===== config.mk =====
export PLATFORM = sky130hd
export DESIGN_NAME = market_feed_message_field_fold_core
export DESIGN_NICKNAME = d
export VERILOG_FILES = /design/src/mff_pkg.sv /design/src/market_feed_message_field_fold_core.sv
export SDC_FILE = /design/constraint.sdc
export NUM_CORES = 2
export LEC_CHECK = 0
export BUFFER_PORTS_ARGS = -buffer_cell sky130_fd_sc_hd__buf_2
export CAP_MARGIN = 15
export CORE_MARGIN = 4
export CORE_UTILIZATION = 57
export DETAILED_ROUTE_END_ITERATION = 10
export PLACE_DENSITY = 0.83
export SETUP_SLACK_MARGIN = 0.02
export SKIP_CTS_REPAIR_TIMING = 1
export SYNTH_ARGS = -nofsm -noshare
export SYNTH_HDL_FRONTEND = slang
export SYNTH_SLANG_ARGS = --single-unit
export TNS_END_PERCENT = 100

===== constraint.sdc =====
create_clock -name clock -period 14.6 [get_ports clock]
set_input_delay 0.73 -clock clock [delete_from_list [all_inputs] [get_ports clock]]
set_output_delay 0.73 -clock clock [all_outputs]
set_load 0.005 [all_outputs]

===== src/mff_pkg.sv =====
// ----------------------------------------------------------------------------
// Market feed field fold package
// Frame phase codes, the known-type check and the per-type byte placement functions for the fold.
// ----------------------------------------------------------------------------
`timescale 1ns / 1ps
`default_nettype none
package mff_pkg;

   typedef enum logic [2:0] {
      PH_LEN_HI = 3'b001,
      PH_LEN_LO = 3'b010,
      PH_BODY   = 3'b100
   } phase_type;

   typedef struct packed {
      logic       hit;
      logic [2:0] lane;
   } place_type;

   function automatic logic known_type(input logic [7:0] t);
      case (t)
         "S","R","H","Y","L","V","W","K","J","h","A","F",
         "E","C","X","D","U","P","Q","B","I","N","O": known_type = 1'b1;
         default: known_type = 1'b0;
      endcase
   endfunction

   // Byte lane of a field byte at position p; offset o, size s, little-endian le.
   function automatic place_type slot(input logic [15:0] p, input logic [5:0] o,
                                      input logic [3:0] s, input logic le);
      place_type r;
      logic [15:0] d;
      r.hit = 1'b0;
      r.lane = 3'd0;
      d = p - {10'd0, o};
      if (p >= {10'd0, o} && d < {12'd0, s}) begin
         r.hit = 1'b1;
         r.lane = le ? d[2:0] : 3'(s - 4'd1 - d[3:0]);
      end
      return r;
   endfunction

   // XOR contribution of one byte at position p for message type t.
   function automatic logic [63:0] fold_byte(input logic [7:0] t, input logic [15:0] p,
                                             input logic [7:0] b);
      logic [63:0] f;
      place_type q [14];
      logic [3:0] n;
      f = '0;
      n = 4'd0;
      for (int i = 0; i < 14; i++) q[i] = '0;
      case (t)
         "S", "W": begin q[0]=slot(p,11,1,0); end
         "R": begin
            q[0]=slot(p,11,8,1); q[1]=slot(p,21,4,0); q[2]=slot(p,27,2,1);
            q[3]=slot(p,34,4,0); q[4]=slot(p,19,1,0); q[5]=slot(p,20,1,0);
            q[6]=slot(p,25,1,0); q[7]=slot(p,26,1,0); q[8]=slot(p,29,1,0);
            q[9]=slot(p,30,1,0); q[10]=slot(p,31,1,0); q[11]=slot(p,32,1,0);
            q[12]=slot(p,33,1,0); q[13]=slot(p,38,1,0);
         end
         "H": begin
            q[0]=slot(p,11,8,1); q[1]=slot(p,21,4,1); q[2]=slot(p,19,1,0);
            q[3]=slot(p,20,1,0);
         end
         "Y", "N": begin q[0]=slot(p,11,8,1); q[1]=slot(p,19,1,0); end
         "L": begin
            q[0]=slot(p,11,4,1); q[1]=slot(p,15,8,1); q[2]=slot(p,23,1,0);
            q[3]=slot(p,24,1,0); q[4]=slot(p,25,1,0);
         end
         "V": begin q[0]=slot(p,11,8,0); q[1]=slot(p,19,8,0); q[2]=slot(p,27,8,0); end
         "K": begin
            q[0]=slot(p,11,8,1); q[1]=slot(p,19,4,0); q[2]=slot(p,24,4,0);
            q[3]=slot(p,23,1,0);
         end
         "J": begin
            q[0]=slot(p,11,8,1); q[1]=slot(p,19,4,0); q[2]=slot(p,23,4,0);
            q[3]=slot(p,27,4,0); q[4]=slot(p,31,4,0);
         end
         "h": begin q[0]=slot(p,11,8,1); q[1]=slot(p,19,1,0); q[2]=slot(p,20,1,0); end
         "A": begin
            q[0]=slot(p,11,8,0); q[1]=slot(p,20,4,0); q[2]=slot(p,24,8,1);
            q[3]=slot(p,32,4,0); q[4]=slot(p,19,1,0);
         end
         "F": begin
            q[0]=slot(p,11,8,0); q[1]=slot(p,20,4,0); q[2]=slot(p,24,8,1);
            q[3]=slot(p,32,4,0); q[4]=slot(p,36,4,1); q[5]=slot(p,19,1,0);
         end
         "E": begin q[0]=slot(p,11,8,0); q[1]=slot(p,19,4,0); q[2]=slot(p,23,8,0); end
         "C": begin
            q[0]=slot(p,11,8,0); q[1]=slot(p,19,4,0); q[2]=slot(p,23,8,0);
            q[3]=slot(p,32,4,0); q[4]=slot(p,31,1,0);
         end
         "X": begin q[0]=slot(p,11,8,0); q[1]=slot(p,19,4,0); end
         "D", "B": begin q[0]=slot(p,11,8,0); end
         "U": begin
            q[0]=slot(p,11,8,0); q[1]=slot(p,19,8,0); q[2]=slot(p,27,4,0);
            q[3]=slot(p,31,4,0);
         end
         "P": begin
            q[0]=slot(p,11,8,0); q[1]=slot(p,20,4,0); q[2]=slot(p,24,8,1);
            q[3]=slot(p,32,4,0); q[4]=slot(p,36,8,0); q[5]=slot(p,19,1,0);
         end
         "Q": begin
            q[0]=slot(p,11,8,0); q[1]=slot(p,19,8,1); q[2]=slot(p,27,4,0);
            q[3]=slot(p,31,8,0); q[4]=slot(p,39,1,0);
         end
         "I": begin
            q[0]=slot(p,11,8,0); q[1]=slot(p,19,8,0); q[2]=slot(p,28,8,1);
            q[3]=slot(p,36,4,0); q[4]=slot(p,40,4,0); q[5]=slot(p,44,4,0);
            q[6]=slot(p,27,1,0); q[7]=slot(p,48,1,0); q[8]=slot(p,49,1,0);
         end
         "O": begin
            q[0]=slot(p,11,8,1); q[1]=slot(p,20,4,0); q[2]=slot(p,24,4,0);
            q[3]=slot(p,28,4,0); q[4]=slot(p,32,8,0); q[5]=slot(p,40,4,0);
            q[6]=slot(p,44,4,0); q[7]=slot(p,19,1,0);
         end
         default: n = 4'd0;
      endcase
      for (int i = 0; i < 14; i++)
         if (q[i].hit) f = f ^ ({56'd0, b} << {q[i].lane, 3'b000});
      return f ^ {60'd0, n};
   endfunction

endpackage
`default_nettype wire


===== src/market_feed_message_field_fold_core.sv =====
// ----------------------------------------------------------------------------
// Market feed message field fold core
// Byte-serial parser of length-prefixed messages; folds typed fields per
// message into a running checksum and reports one result per message.
// ----------------------------------------------------------------------------
//  channel | direction | payload
//  req_    | in        | data_byte
//  rsp_    | out       | header fields, fold, checksum, count, flags
//
// One byte per cycle unless a stalled result holds the pipe; the result for the last
// body byte (or the second length byte of an empty message) passes the input register, then the output register.
// Input register feeds the frame logic; the result register sits behind it.
// Reset (synchronous) clears phase, counters, checksum and both valids.
// A stalled result holds the pipe; the input register still fills if empty.
`timescale 1ns / 1ps
`default_nettype none
module market_feed_message_field_fold_core
   import mff_pkg::*;
(
   input  wire logic        clock,
   input  wire logic        reset,
   input  wire logic        req_valid,
   output      logic        req_stall,
   input  wire logic [7:0]  req_data_byte,
   output      logic        rsp_valid,
   input  wire logic        rsp_stall,
   output      logic [7:0]  rsp_msg_type,
   output      logic [15:0] rsp_msg_length,
   output      logic [15:0] rsp_stock_locate,
   output      logic [15:0] rsp_tracking_number,
   output      logic [47:0] rsp_time_stamp,
   output      logic [63:0] rsp_field_fold,
   output      logic [63:0] rsp_running_checksum,
   output      logic [63:0] rsp_message_count,
   output      logic        rsp_type_known,
   output      logic        rsp_length_error
);

   // input register
   logic        in_v_ff;
   logic [7:0]  in_b_ff;
   // frame state
   phase_type   phase_ff, phase_in;
   logic [15:0] len_ff, len_in, pos_ff, pos_in, loc_ff, loc_in, trk_ff, trk_in;
   logic [7:0]  typ_ff, typ_in;
   logic [47:0] tim_ff, tim_in;
   logic [63:0] acc_ff, acc_in, sum_ff, sum_in, cnt_ff, cnt_in;
   logic        emit;
   logic [63:0] fold;
   logic        known;
   logic        step;

   // advance when the result register can take a new result
   assign step      = in_v_ff && !(rsp_valid && rsp_stall);
   assign req_stall = in_v_ff && !step;

   always_ff @(posedge clock) begin
      if (reset) begin
         in_v_ff <= 1'b0;
      end else if (!req_stall) begin
         in_v_ff <= req_valid;
      end
      if (!req_stall) in_b_ff <= req_data_byte;
   end

   always_comb begin
      phase_in = phase_ff;
      len_in = len_ff; pos_in = pos_ff; typ_in = typ_ff;
      loc_in = loc_ff; trk_in = trk_ff; tim_in = tim_ff;
      acc_in = acc_ff; sum_in = sum_ff; cnt_in = cnt_ff;
      emit = 1'b0; fold = '0; known = 1'b0;
      unique case (phase_ff)
         PH_LEN_LO: begin
            len_in = {len_ff[7:0], in_b_ff};
            pos_in = '0; typ_in = '0; acc_in = '0;
            loc_in = '0; trk_in = '0; tim_in = '0;
            if (len_in == 16'd0) begin
               phase_in = PH_LEN_HI;
               cnt_in = cnt_ff + 64'd1;
               emit = 1'b1;
            end else begin
               phase_in = PH_BODY;
            end
         end
         PH_BODY: begin
            if (pos_ff == 16'd0) typ_in = in_b_ff;
            else if (pos_ff <= 16'd2) loc_in = {loc_ff[7:0], in_b_ff};
            else if (pos_ff <= 16'd4) trk_in = {trk_ff[7:0], in_b_ff};
            else if (pos_ff <= 16'd10) tim_in = {tim_ff[39:0], in_b_ff};
            if (pos_ff != 16'd0) acc_in = acc_ff ^ fold_byte(typ_ff, pos_ff, in_b_ff);
            known = known_type(typ_in);
            if ({1'b0, pos_ff} + 17'd1 >= {1'b0, len_ff}) begin
               if (known)
                  fold = acc_in ^ {48'd0, loc_in} ^ {48'd0, trk_in} ^ {16'd0, tim_in};
               sum_in = sum_ff + fold;
               cnt_in = cnt_ff + 64'd1;
               phase_in = PH_LEN_HI;
               pos_in = '0;
               emit = 1'b1;
            end else begin
               pos_in = pos_ff + 16'd1;
            end
         end
         default: begin
            len_in = {8'd0, in_b_ff};
            phase_in = PH_LEN_LO;
         end
      endcase
   end

   always_ff @(posedge clock) begin
      if (reset) begin
         phase_ff <= PH_LEN_HI;
         len_ff <= '0; pos_ff <= '0; typ_ff <= '0; acc_ff <= '0;
         loc_ff <= '0; trk_ff <= '0; tim_ff <= '0;
         sum_ff <= '0; cnt_ff <= '0;
      end else if (step) begin
         phase_ff <= phase_in;
         len_ff <= len_in; pos_ff <= pos_in; typ_ff <= typ_in; acc_ff <= acc_in;
         loc_ff <= loc_in; trk_ff <= trk_in; tim_ff <= tim_in;
         sum_ff <= sum_in; cnt_ff <= cnt_in;
      end
   end

   // result register
   always_ff @(posedge clock) begin
      if (reset) begin
         rsp_valid <= 1'b0;
      end else if (!(rsp_valid && rsp_stall)) begin
         rsp_valid <= step && emit;
      end
      if (step && emit) begin
         rsp_msg_type         <= typ_in;
         rsp_msg_length       <= len_in;
         rsp_stock_locate     <= loc_in;
         rsp_tracking_number  <= trk_in;
         rsp_time_stamp       <= tim_in;
         rsp_field_fold       <= fold;
         rsp_running_checksum <= sum_in;
         rsp_message_count    <= cnt_in;
         rsp_type_known       <= known;
         rsp_length_error     <= (phase_ff == PH_LEN_LO);
      end
   end

endmodule
`default_nettype wire

=== Word-level counts from Yosys, hierarchy flattened ===
Index checks and enable logic that the tools add are counted.

* Memories: 0
* ROM bits: 0
* Output and inout port bits: 300
* Bits in latches: 0
* Bits in registers: 623
* Input port bits: 12
* Bits in writable memories: 0

* Div/mod/pow operators: 0
* Equality and inequality tests: 49
* Shifts and indexed selects: 14
* Reductions and logical operators: 70
* Add/sub/neg operators: 65
* Multiplexer cells: 157
* Magnitude comparators: 70
* Bitwise logic cells: 18
* Multiply operators: 0

{| class="wikitable"
|+ Operator list
! cell !! number
|-
| 64-bit 2-to-1 mux || 51
|-
| 8-bit by 6-bit left shift with 64-bit output || 14
|-
| 64-bit bitwise XOR || 14
|-
| 8-bit by 7-bit == test with 1-bit output (second input constant) || 46
|-
| 16-bit by 1-bit < comparator with 1-bit output (second input constant) || 17
|-
| 64-bit case mux with 2 select lines || 2
|-
| 4-bit 2-to-1 mux || 62
|-
| 48-bit 2-to-1 mux || 5
|-
| 16-bit by 3-bit < comparator with 1-bit output (second input constant) || 14
|-
| 16-bit by 5-bit greater-or-equal comparator with 1-bit output (second input constant) || 12
|-
| 16-bit by 5-bit subtractor with 16-bit output (second input constant) || 12
|-
| 16-bit by 6-bit greater-or-equal comparator with 1-bit output (second input constant) || 10
|-
| 16-bit by 4-bit < comparator with 1-bit output (second input constant) || 10
|-
| 16-bit by 6-bit subtractor with 16-bit output (second input constant) || 10
|-
| 16-bit 2-to-1 mux || 8
|-
| 16-bit case mux with 2 select lines || 4
|-
| 64-bit by 16-bit bitwise XOR with 64-bit output || 2
|-
| 48-bit case mux with 2 select lines || 1
|-
| 64-bit by 1-bit adder with 64-bit output (second input constant) || 1
|-
| 64-bit adder || 1
|-
| 64-bit by 4-bit bitwise XOR with 64-bit output || 1
|-
| 64-bit by 48-bit bitwise XOR with 64-bit output || 1
|-
| 20-bit 2-to-1 mux || 3
|-
| 1-bit by 3-bit subtractor with 3-bit output (first input constant) || 17
|-
| 40 further kinds || 125
|}

=== Logic depth before layout (Yosys ltp) ===
* Depth in word-level cells: 76
* Mapped depth: 41
* Gate-level depth less buffers: 34

=== Worst setup path after synthesis ===
Ideal clock, no wire load.

* Path type: reg-to-reg
* Start point: register pos_ff[0]
* End point: register rsp_field_fold[0] (enable)
* Library setup time: 2507 ps
* Buffers on the path: 4
* Clock period less this slack: 12293 ps
* Data arrival time: 9785 ps
* Cell stages (with the launch flop): 20
* Setup slack: 2307 ps
* Cell sequence: dfxtp_1 -> buf_2 -> buf_1 -> clkinv_1 -> clkbuf_1 -> clkbuf_1 -> ha_1 -> ha_1 -> a21o_1 -> a21o_1 -> a21o_1 -> a21o_1 -> a21o_1 -> a21oi_1 -> nor2b_1 -> o211ai_1 -> a21oi_1 -> or2_2 -> o21ai_0 -> clkinv_1

* Cells in the longest elaborated chain, start to end: 5

{| class="wikitable"
|+ RTL lines
! element !! RTL line !! text
|-
| from (decl) || market_feed_message_field_fold_core.sv:44 || <nowiki>logic [15:0] len_ff, len_in, pos_ff, pos_in, loc_ff, loc_in, trk_ff, trk_in;</nowiki>
|-
| from (signal assigned) || market_feed_message_field_fold_core.sv:119 || <nowiki>len_ff <= len_in; pos_ff <= pos_in; typ_ff <= typ_in; acc_ff <= acc_in;</nowiki>
|-
| 16-bit by 1-bit adder with 17-bit output || market_feed_message_field_fold_core.sv:92 || <nowiki>if ({1'b0, pos_ff} + 17'd1 >= {1'b0, len_ff}) begin</nowiki>
|-
| 17-bit by 16-bit greater-or-equal comparator with 1-bit output || market_feed_message_field_fold_core.sv:92 ||
|-
| 1-bit 2-to-1 mux || market_feed_message_field_fold_core.sv:92 ||
|-
| 1-bit case mux with 2 select lines || market_feed_message_field_fold_core.sv:72 || <nowiki>unique case (phase_ff)</nowiki>
|-
| 1-bit logical AND || market_feed_message_field_fold_core.sv:132 || <nowiki>if (step && emit) begin</nowiki>
|-
| to (signal assigned) || market_feed_message_field_fold_core.sv:138 || <nowiki>rsp_field_fold <= fold;</nowiki>
|-
| to (decl) || market_feed_message_field_fold_core.sv:32 || <nowiki>output logic [63:0] rsp_field_fold,</nowiki>
|}

No other way between the ends.
A chain may end at the register's enable or synchronous reset.

=== Worst setup path in the final report ===
* Start point: register pos_ff[5]
* End point: register sum_ff[63]

* Cells in the longest elaborated chain, start to end: 76
* Elaborated cells on any way between the ends: 334
* Those cells by class: 26 x add/sub; 70 x order compare; 23 x eq/ne; 14 x shift; 138 x mux; 18 x bitwise; 45 x reduce/logical

{| class="wikitable"
|+ RTL lines
! element !! RTL line !! text
|-
| 16-bit by 4-bit subtractor with 16-bit output || mff_pkg.sv:35 || <nowiki>d = p - {10'd0, o};</nowiki>
|-
| 16-bit by 4-bit < comparator with 1-bit output (tied with other cells) || mff_pkg.sv:36 || <nowiki>if (p >= {10'd0, o} && d < {12'd0, s}) begin</nowiki>
|-
| 1-bit logical AND || mff_pkg.sv:36 ||
|-
| 4-bit 2-to-1 mux || mff_pkg.sv:36 ||
|-
| 4-bit case mux with 4 select lines || mff_pkg.sv:52 || <nowiki>case (t)</nowiki>
|-
| 4-bit 2-to-1 mux || market_feed_message_field_fold_core.sv:90 || <nowiki>if (pos_ff != 16'd0) acc_in = acc_ff ^ fold_byte(typ_ff, pos_ff, in_b_ff);</nowiki>
|-
| 4-bit 2-to-1 mux || market_feed_message_field_fold_core.sv:72 ||
|-
| 8-bit by 6-bit left shift with 64-bit output || mff_pkg.sv:120 || <nowiki>if (q[i].hit) f = f ^ ({56'd0, b} << {q[i].lane, 3'b000});</nowiki>
|-
| (+59 left out) || n/a ||
|-
| 64-bit by 16-bit bitwise XOR with 64-bit output (2 in series) || market_feed_message_field_fold_core.sv:94 || <nowiki>fold = acc_in ^ {48'd0, loc_in} ^ {48'd0, trk_in} ^ {16'd0, tim_in};</nowiki>
|-
| 64-bit by 48-bit bitwise XOR with 64-bit output || market_feed_message_field_fold_core.sv:94 ||
|-
| 64-bit 2-to-1 mux || market_feed_message_field_fold_core.sv:93 || <nowiki>if (known)</nowiki>
|-
| 64-bit 2-to-1 mux || market_feed_message_field_fold_core.sv:92 ||
|-
| 64-bit 2-to-1 mux || market_feed_message_field_fold_core.sv:72 ||
|-
| 64-bit adder || market_feed_message_field_fold_core.sv:95 || <nowiki>sum_in = sum_ff + fold;</nowiki>
|-
| 64-bit 2-to-1 mux (*) || market_feed_message_field_fold_core.sv:92 ||
|-
| 64-bit 2-to-1 mux (*) || market_feed_message_field_fold_core.sv:72 ||
|-
| to (signal assigned) || market_feed_message_field_fold_core.sv:121 || <nowiki>sum_ff <= sum_in; cnt_ff <= cnt_in;</nowiki>
|-
| to (decl) || market_feed_message_field_fold_core.sv:47 || <nowiki>logic [63:0] acc_ff, acc_in, sum_ff, sum_in, cnt_ff, cnt_in;</nowiki>
|}

Mark *: on every way between the ends. The rest lies on a longest branch, timed or not. The select of a mux whose other input is x is not followed.

==> out/qor.yml <==
path_max_fanout: 28
p_sw_w: 0.000834
clock-sinks: 623
p_int_w: 0.00287
path_class: "reg2reg"
grt_use_met2_pct: 59.7
track_usage_pct: 40.0
cts_tree: "done"
avgSynthCellArea_sq_um: 8.31
wl_per_cell_um: 26.8
drt_wl_total_um: 163000
power_density_mw_per_mm2: 80.9
grt_pass1_vias: 38070
async_flop_share_pct: 0
ant_nets: 0
max_freq_mhz: 83.4
grt.busiest_layer: "met2"
start_kind: "flop"
sw_frac_of_total_pct: 22.5
grt-ovfl-total: 0
hold_ws_ns: 0.285
tightest_slew_ns: 1.29
use_met1_pct: 53.8
syn-cell-area_sq_mm: 0.0414
hp-class: "in2reg"
yosys_warnings: 0
final_max_slew_viol_count: 0
crit_path_frequent_cell: "nand2_1"
drc_errors: 0
ios: 312
cp_slowest_cell: "nor3b_4"
drtIter0Drc: 6147
ys_seq_area_share_pct: 37.6
numCtsBuffers: 68
dr.pass1.iters: 7
final.min_clock_period_ns: 12.00
finClkSkew_ns: 0.0322
place_area_sq_mm: 0.0435
fin_area_sq_mm: 0.0458
finalHoldViolCount: 0
core_sq_mm: 0.0717
clk_latency_ns: 0.63
maxCapViolCount: 0
period_share_pct: 82.2
clk_path_buf_depth: 3
end_kind: "flop"
finalSetupViolCount: 0
met3_usage_pct: 12.2
initial_core_util_pct: 57.7
clkTransAtPathRegs_ns: 0.07
slew_headroom_pct: 13.4
hpwlAfterDp_um: 116000
final_layout_size_suffix_gt1_share_pct: 12.1
crit_arrival_ns: 12.51
outcome: "finished, final reports clean"
cts-root-buf: "clkbuf_16"
vias: 41428
synth_cells: 4979
area_growth_pct: 10.6
power_frac_clock_pct: 47.7
rows: 98
io_buffers: 311
synthFlopType: "dfxtp_1"
combinationalPowerShare_pct: 2.7
synth_edf_count: 306
viasPerCell: 6.81
synth_cell_types: 113
power_frac_seq_pct: 49.7
die_area_sq_mm: 0.0770
fin_tns_setup_ns: 0
gp_congestion: 1.11
vdd_drop_max_uv: 127
h-tree-depth: 3
layout.nets: 5202
leakagePower_nw: 16.6
ys_ff_latch: 623
worstPathRequired_ns: 15.11
grt_max_degree: 105
fp.dieH_um: 277
grt_pass1_wl_um: 239000
antenna_found_initial: 3
syn_nets: 5101
rsz0062_at_grt: "no"
die_w_um: 277
critPathMaxStageDelay_ns: 0.98
==> synth_stat cells (all sizes together) (42+ instances only) <==
| master | instances | area (sq um) |
|---|---|---|
| a211oi | 49 | 373 |
| a21o | 83 | 623 |
| a21oi | 288 | 1450 |
| a22oi | 116 | 876 |
| and3 | 51 | 319 |
| buf | 84 | 397 |
| clkbuf | 291 | 1090 |
| dfxtp | 317 | 6350 |
| edfxtp | 306 | 9190 |
| ha | 109 | 1360 |
| inv | 94 | 353 |
| mux2i | 89 | 891 |
| nand2 | 624 | 2360 |
| nand3 | 141 | 706 |
| nand4 | 71 | 444 |
| nor2 | 588 | 2210 |
| nor3 | 119 | 601 |
| nor4 | 71 | 487 |
| o21ai | 333 | 1680 |
| o31ai | 42 | 315 |
| or3 | 52 | 325 |
| xnor2 | 298 | 2610 |
| xor2 | 121 | 1060 |
==> worst paths after layout <==
path                         start         end  slack [ns]  cells after the start
hold reg to reg         acc_ff[52]  acc_ff[52]        0.48                      1
setup reg to reg         pos_ff[5]  sum_ff[63]        2.60                     35
setup / recovery         pos_ff[5]  sum_ff[63]        2.60                     35
hold / removal    req_data_byte[1]  in_b_ff[1]        0.28                      1
==> layer usage <==
metal  vias up  part of all wire, %
met5         -                0.011
met2      3001                   43
li1      18183                    -
met4         2                  5.3
met3       547                   14
met1     19695                   39
==> registers in the layout, summed over array words and instances, names as in the netlist, 3 cells and up <==
| name | flops |
|---|---|
| in_b_ff | 8 |
| len_ff | 16 |
| rsp_running_checksum | 64 |
| rsp_field_fold | 64 |
| trk_ff | 16 |
| tim_ff | 48 |
| rsp_message_count | 64 |
| rsp_time_stamp | 48 |
| rsp_msg_length | 16 |
| loc_ff | 16 |
| pos_ff | 16 |
| rsp_tracking_number | 16 |
| cnt_ff | 64 |
| rsp_stock_locate | 16 |
| rsp_msg_type | 8 |
| acc_ff | 64 |
| typ_ff | 8 |
| phase_ff | 3 |
| sum_ff | 64 |
==> metrics by stage <==
step / setup WS [ns] / power, W / std cells / util (%)
2_1_floorplan: 2.31 / 0.00194 / 4979 / -
3_3_place_gp: 3.64 / 0.00197 / 5960 / 60.6
3_5_place_dp: 3.28 / 0.00197 / 5960 / 60.6
4_1_cts: 3.18 / 0.00371 / 6085 / 63.8
5_1_grt: 2.13 / 0.00380 / 6085 / 63.8
6_report: 2.60 / 0.00370 / 6087 / 63.8
==> cells by family after synthesis <==
kind of cell,count (synthesis),share of synthesized area [%]
AO/OA/AOI/OAI,1260,19.8
XOR/XNOR,430,9.48
adder cells (fa/ha/maj),110,3.35
buffers and inverters,473,4.49
flip-flops,623,37.6
multiplexers,100,2.46
AND/OR/NAND/NOR,1983,22.9
==> critical path, delay by kind of cell, from the launching register on <==
family	cells	cell delay, ns
muxes	2	0.54
AOI/OAI and AO/OA	13	4.02
and+or+nand+nor	12	3.95
DFF	1	0.31
adders and majority gates	2	1.08
xor gates and xnor gates	3	0.87
buffers and inverters	3	1.07
==> power by group through the flow <==
stage,Combinational [W],Clock (W),Sequential [W]
floorplan,0.0000663,0,0.00187
global placement,0.0000904,0,0.00188
detailed placement,0.0000935,0,0.00188
CTS,0.0000950,0.00178,0.00184
global route,0.000105,0.00185,0.00184
finish,0.0000982,0.00177,0.00184
==> area by class of cell <==
class | count | area, sq um
fill | 5922 | 26000
inverter | 98 | 375
sequential | 623 | 15500
tap | 950 | 1190
clock buffer | 96 | 1950
clock inverter | 29 | 335
antenna | 2 | 5.00
timing repair buffer | 406 | 2280
multi-input combinational | 3883 | 24100
==> cell usage in the layout (no fill, tap or decap), types with 68 or more instances in the layout <==
cell type	synthesis	layout
nand2_1	622	619
nor2_1	587	583
o21ai_0	313	311
buf_2	35	310
dfxtp_1	317	309
edfxtp_1	306	306
xnor2_1	298	298
a21oi_1	285	285
nand3_1	141	141
xor2_1	121	121
a22oi_1	115	115
nor3_1	118	115
ha_1	109	109
buf_4	2	95
inv_1	91	91
mux2i_1	89	89
a21o_1	83	83
nand4_1	71	71
clkbuf_16	0	68
Note: power is estimated with default switching activity, not from simulation.
